### src/sv/trie_pkg.sv
// shared types and operation codes for the trie word prefix store
`timescale 1ns / 1ps
`default_nettype none

package trie_pkg;

    localparam logic [1:0] OP_INSERT = 2'd0;
    localparam logic [1:0] OP_SEARCH = 2'd1;

    // commands from the controller to the datapath
    typedef struct packed {
        logic clear;
        logic accept;
        logic step;
        logic finish;
    } trie_cmd_t;

    // status from the datapath to the controller
    typedef struct packed {
        logic clear_done;
        logic step_go;
        logic last_in;
        logic last_held;
        logic out_free;
    } trie_stat_t;

endpackage

`default_nettype wire

### src/sv/trie_ctrl.sv
// controller state machine sequencing clear pass, letter steps and results
`timescale 1ns / 1ps
`default_nettype none

module trie_ctrl
    import trie_pkg::*;
(
    input  wire logic       clk,
    input  wire logic       rst_n,
    input  wire logic       in_valid,
    output logic            in_ready,
    input  wire trie_stat_t stat,
    output trie_cmd_t       cmd
);

    typedef enum logic [2:0] {
        ST_CLEAR,
        ST_IDLE,
        ST_STEP,
        ST_MARK,
        ST_RESULT
    } state_t;

    state_t state_reg;
    state_t state_next;

    always_comb
    begin
        state_next = state_reg;
        cmd        = '0;
        in_ready   = 1'b0;
        case (state_reg)
            ST_CLEAR:
            begin
                cmd.clear = 1'b1;
                if (stat.clear_done)
                begin
                    state_next = ST_IDLE;
                end
            end
            ST_IDLE:
            begin
                in_ready   = 1'b1;
                cmd.accept = in_valid;
                if (in_valid)
                begin
                    if (stat.step_go)
                    begin
                        state_next = ST_STEP;
                    end
                    else if (stat.last_in)
                    begin
                        state_next = ST_MARK;
                    end
                end
            end
            ST_STEP:
            begin
                cmd.step   = 1'b1;
                state_next = stat.last_held ? ST_MARK : ST_IDLE;
            end
            ST_MARK:
            begin
                // word mark read of the final node lands next cycle
                state_next = ST_RESULT;
            end
            ST_RESULT:
            begin
                if (stat.out_free)
                begin
                    cmd.finish = 1'b1;
                    state_next = ST_IDLE;
                end
            end
            default:
            begin
                state_next = ST_CLEAR;
            end
        endcase
    end

    always_ff @(posedge clk or negedge rst_n)
    begin
        if (!rst_n)
        begin
            state_reg <= ST_CLEAR;
        end
        else
        begin
            state_reg <= state_next;
        end
    end

`ifndef SYNTH
    // a result is only committed when the output register can take it
    a_finish_free : assert property (@(posedge clk) disable iff (!rst_n)
        cmd.finish |-> stat.out_free)
        else $error("result committed into a busy output register");

    // no item is taken before the clear pass is over
    a_no_accept_clear : assert property (@(posedge clk) disable iff (!rst_n)
        cmd.clear |-> !in_ready)
        else $error("item accepted during clear pass");

    // a step always follows an accepted item that needed one
    a_step_after_accept : assert property (@(posedge clk) disable iff (!rst_n)
        (cmd.accept && stat.step_go) |=> cmd.step)
        else $error("letter step missing after accept");
`endif

endmodule

`default_nettype wire

### config.mk
export PLATFORM = sky130hd
export DESIGN_NAME = trie_ctrl
export DESIGN_NICKNAME = d
export VERILOG_FILES = /design/src/sv/trie_pkg.sv /design/src/sv/trie_ctrl.sv
export SDC_FILE = /design/constraint.sdc
export NUM_CORES = 1
export LEC_CHECK = 0
export BUFFER_PORTS_ARGS = -buffer_cell sky130_fd_sc_hd__buf_2
export CAP_MARGIN = 20
export CELL_PAD_IN_SITES_DETAIL_PLACEMENT = 0
export CELL_PAD_IN_SITES_GLOBAL_PLACEMENT = 1
export CORE_AREA = 2 2 39 41
export DETAILED_ROUTE_END_ITERATION = 6
export DIE_AREA = 0 0 41 43
export PLACE_DENSITY = 0.47
export SLEW_MARGIN = 20
export SYNTH_ARGS = -nofsm -noshare
export SYNTH_HDL_FRONTEND = slang
export SYNTH_SLANG_ARGS = --single-unit
### constraint.sdc
create_clock -name clk -period 1.4 [get_ports clk]
set_input_delay 0.28 -clock clk [delete_from_list [all_inputs] [get_ports clk]]
set_output_delay 0.28 -clock clk [all_outputs]
set_load 0.01 [all_outputs]
==> results.json <==
{
  "antenna_found_initial": 0,
  "nets": 50,
  "cts_root_buf": "clkbuf_4",
  "wl_um": 560,
  "wl_met1_um": 251,
  "grtUsageTotal_pct": 7.74,
  "maxCapViolCount": 0,
  "rsz0062_at_grt": "true",
  "yosysUniqueCellTypes": 14,
  "finalCriticalPeriod_ps": 1430,
  "synth_cells": 20,
  "ant_nets": 0,
  "start_util_pct": 12.9,
  "power.density_nw_per_um2": 2210,
  "drt_iter0_markers": 0,
  "power.leakage_nw": 0.169,
  "first_pass_iters": 1,
  "max-slew-margin-rel_pct": 87.2,
  "place.port_buffers": 12,
  "routabilityCongestion": 0.571,
  "diodes": 0,
  "vias_per_cell": 3.96,
  "crit_path_start_kind": "register",
  "path_cells": "nor3b_4, and2_1, buf_2",
  "dr_wl_met3_um": 73,
  "final_core_util_pct": 24.4,
  "tightest_slew_ps": 191,
  "hold_path.class": "in2reg",
  "rr_endpoint": "state_reg[0]",
  "insertion_delay_ps": 230,
  "cp_max_fo": 4,
  "drv_slew": 0,
  "fp.dieW_um": 41,
  "hpwl_um": 389,
  "reg2regPathDepth": 5,
  "top_layer": "met4",
  "max_freq_mhz": 698,
  "wire_per_inst_um": 9.82,
  "regToRegSetupSlack_ps": 160,
  "vdd_ir_drop_max_mv": 0.545,
  "async_reset_ff_share_pct": 100,
  "dieArea_um2": 1760,
  "nFillCells": 158,
  "grt_max_degree": 8,
  "via_count": 226,
  "yosysTopAreaCellShare_pct": 42.0,
  "synth_area_leader_cell": "dfrtp_1",
  "max_stage_delay_ps": 430,
  "synth_ff_type": "dfrtp_1",
  "ys_ff_latch": 3,
  "route.met2.wl_um": 216,
  "min_path_cells": 2,
  "synth_area_leaders": "dfrtp_1 (42%), nor3b_2 (7.0%), and3_4 (6.3%), nor2_1 (6.3%), nor3_1 (5.6%)",
  "min_to": "state_reg[2]",
  "setup_viol": 1,
  "htreeDepth": 1,
  "syn2layout_area_growth_pct": 88.8,
  "worstPathArrival_ps": 1150,
  "drc": 0,
  "numClockSinks": 3,
  "grt_pass1_vias": 226,
  "violations": "negative setup slack",
  "largest_register_ffs": 3,
  "avgSynthCellArea_um2": 8.95,
  "path_buf_inv": 1,
  "reg2reg_from": "state_reg[1]",
  "cts_inserted_buffers": 3,
  "grt_pass1_wl_um": 862,
  "yosysSeqAreaShare_pct": 42.0,
  "synth_edf_count": 0,
  "ys_warn_count": 0,
  "yosys-top-cells-count": "dfrtp_1 (3), nor2_1 (3), nand2_1 (2), nor3_1 (2)",
  "fin_ws_ps": -32.3,
  "clock_path_buffers": 2,
  "fin_crit_sh_pct": 102,
  "finalHoldViolCount": 0,
  "worstPathRequired_ps": 1120,
  "ios": 13,
  "power_uw": 748,
  "cpMaxStageDelayCell": "dfrtp_2",
  "min-delay-start": "stat[0]",
  "clkTransAtPathRegs_ps": 40,
  "path_class": "reg2out",
  "clock-skew-final_ps": 0.876,
  "rows": 14,
  "status": "complete, but fails checks",
  "die_h_um": 43,
  "cts_tree": "yes",
  "synth_nets": 28,
  "drive_gt1_share_pct": 61.0,
  "worst_setup_path_end_kind": "output pin",
  "synth_area_um2": 179,
  "crit_family": "flip-flops",
  "overflow": 0,
  "fp.coreArea_um2": 1380
}
[routing by layer]
metal	vias up	GRT usage (%)
li1	113	-
met1	96	9.35
met2	15	9.38
met3	2	1.57
met4	0	10.0
met5	-	0
[placed cells by master (no fill, tap or decap), drive strengths merged]
master and n:
dlygate4sd3 1, and3 1, nor3 2, nand2b 1, a211oi 1, nor2 3
o22ai 1, nor3b 1, clkbuf 4, and2 1, dfrtp 3, a211o 1
o211ai 1, o21ai 1, nand2 2, inv 1, buf 16
[stage by stage]
| stage | cells | setup TNS, ps | hold WS, ps | instance area (um2) | setup slack (ps) |
|---|---|---|---|---|---|
| 2_1_floorplan | 20 | 0 | -15.6 | 179 | 185 |
| 3_3_place_gp | 48 | 0 | 76.9 | 259 | 213 |
| 3_5_place_dp | 48 | 0 | 78.9 | 259 | 182 |
| 4_1_cts | 56 | -32.2 | 229 | 328 | -19.5 |
| 5_1_grt | 57 | -195 | 239 | 338 | -82.6 |
| 6_report | 57 | -32.3 | 239 | 338 | -32.3 |
[worst max-delay path by stage]
stage	from	endpoint	depth (start not counted)
final	state_reg[1]	cmd[2]	3
after global routing	state_reg[1]	cmd[2]	3
after CTS	state_reg[2]	cmd[2]	3
after detailed placement	state_reg[2]	cmd[2]	3
after global placement	state_reg[0]	cmd[2]	3
after floorplan	state_reg[2]	cmd[2]	2
[logic make-up after synthesis]
kind of cell | count (synthesis) | synth area share, %
AO/OA/AOI/OAI | 5 | 19.6
buffers and inverters | 1 | 2.10
flip-flops | 3 | 42.0
AND/OR/NAND/NOR | 11 | 36.4
[layout make-up]
cell class / count / area [um2] / area share (%)
Tap cell: 16 / 20.0 / 5.93
Sequential cell: 3 / 78.8 / 23.3
Timing Repair Buffer: 17 / 100 / 29.6
Multi-Input combinational cell: 16 / 109 / 32.2
Inverter: 1 / 3.75 / 1.11
Clock buffer: 4 / 26.3 / 7.78
[repair_timing]
action	CTS	global route
endpoints found under the hold margin	3	0
gates resized for setup	4	1
endpoints found under the setup margin	2	4
setup buffers	3	1
pin swaps	2	0
hold buffers	1	0
[where the power goes]
group	total, mW	switching, mW	internal [mW]
clock network	0.153	0.0460	0.107
registers	0.206	0.0718	0.134
logic	0.389	0.169	0.220
total	0.748	0.287	0.461
No activity file was read; power rests on OpenSTA's default activity.
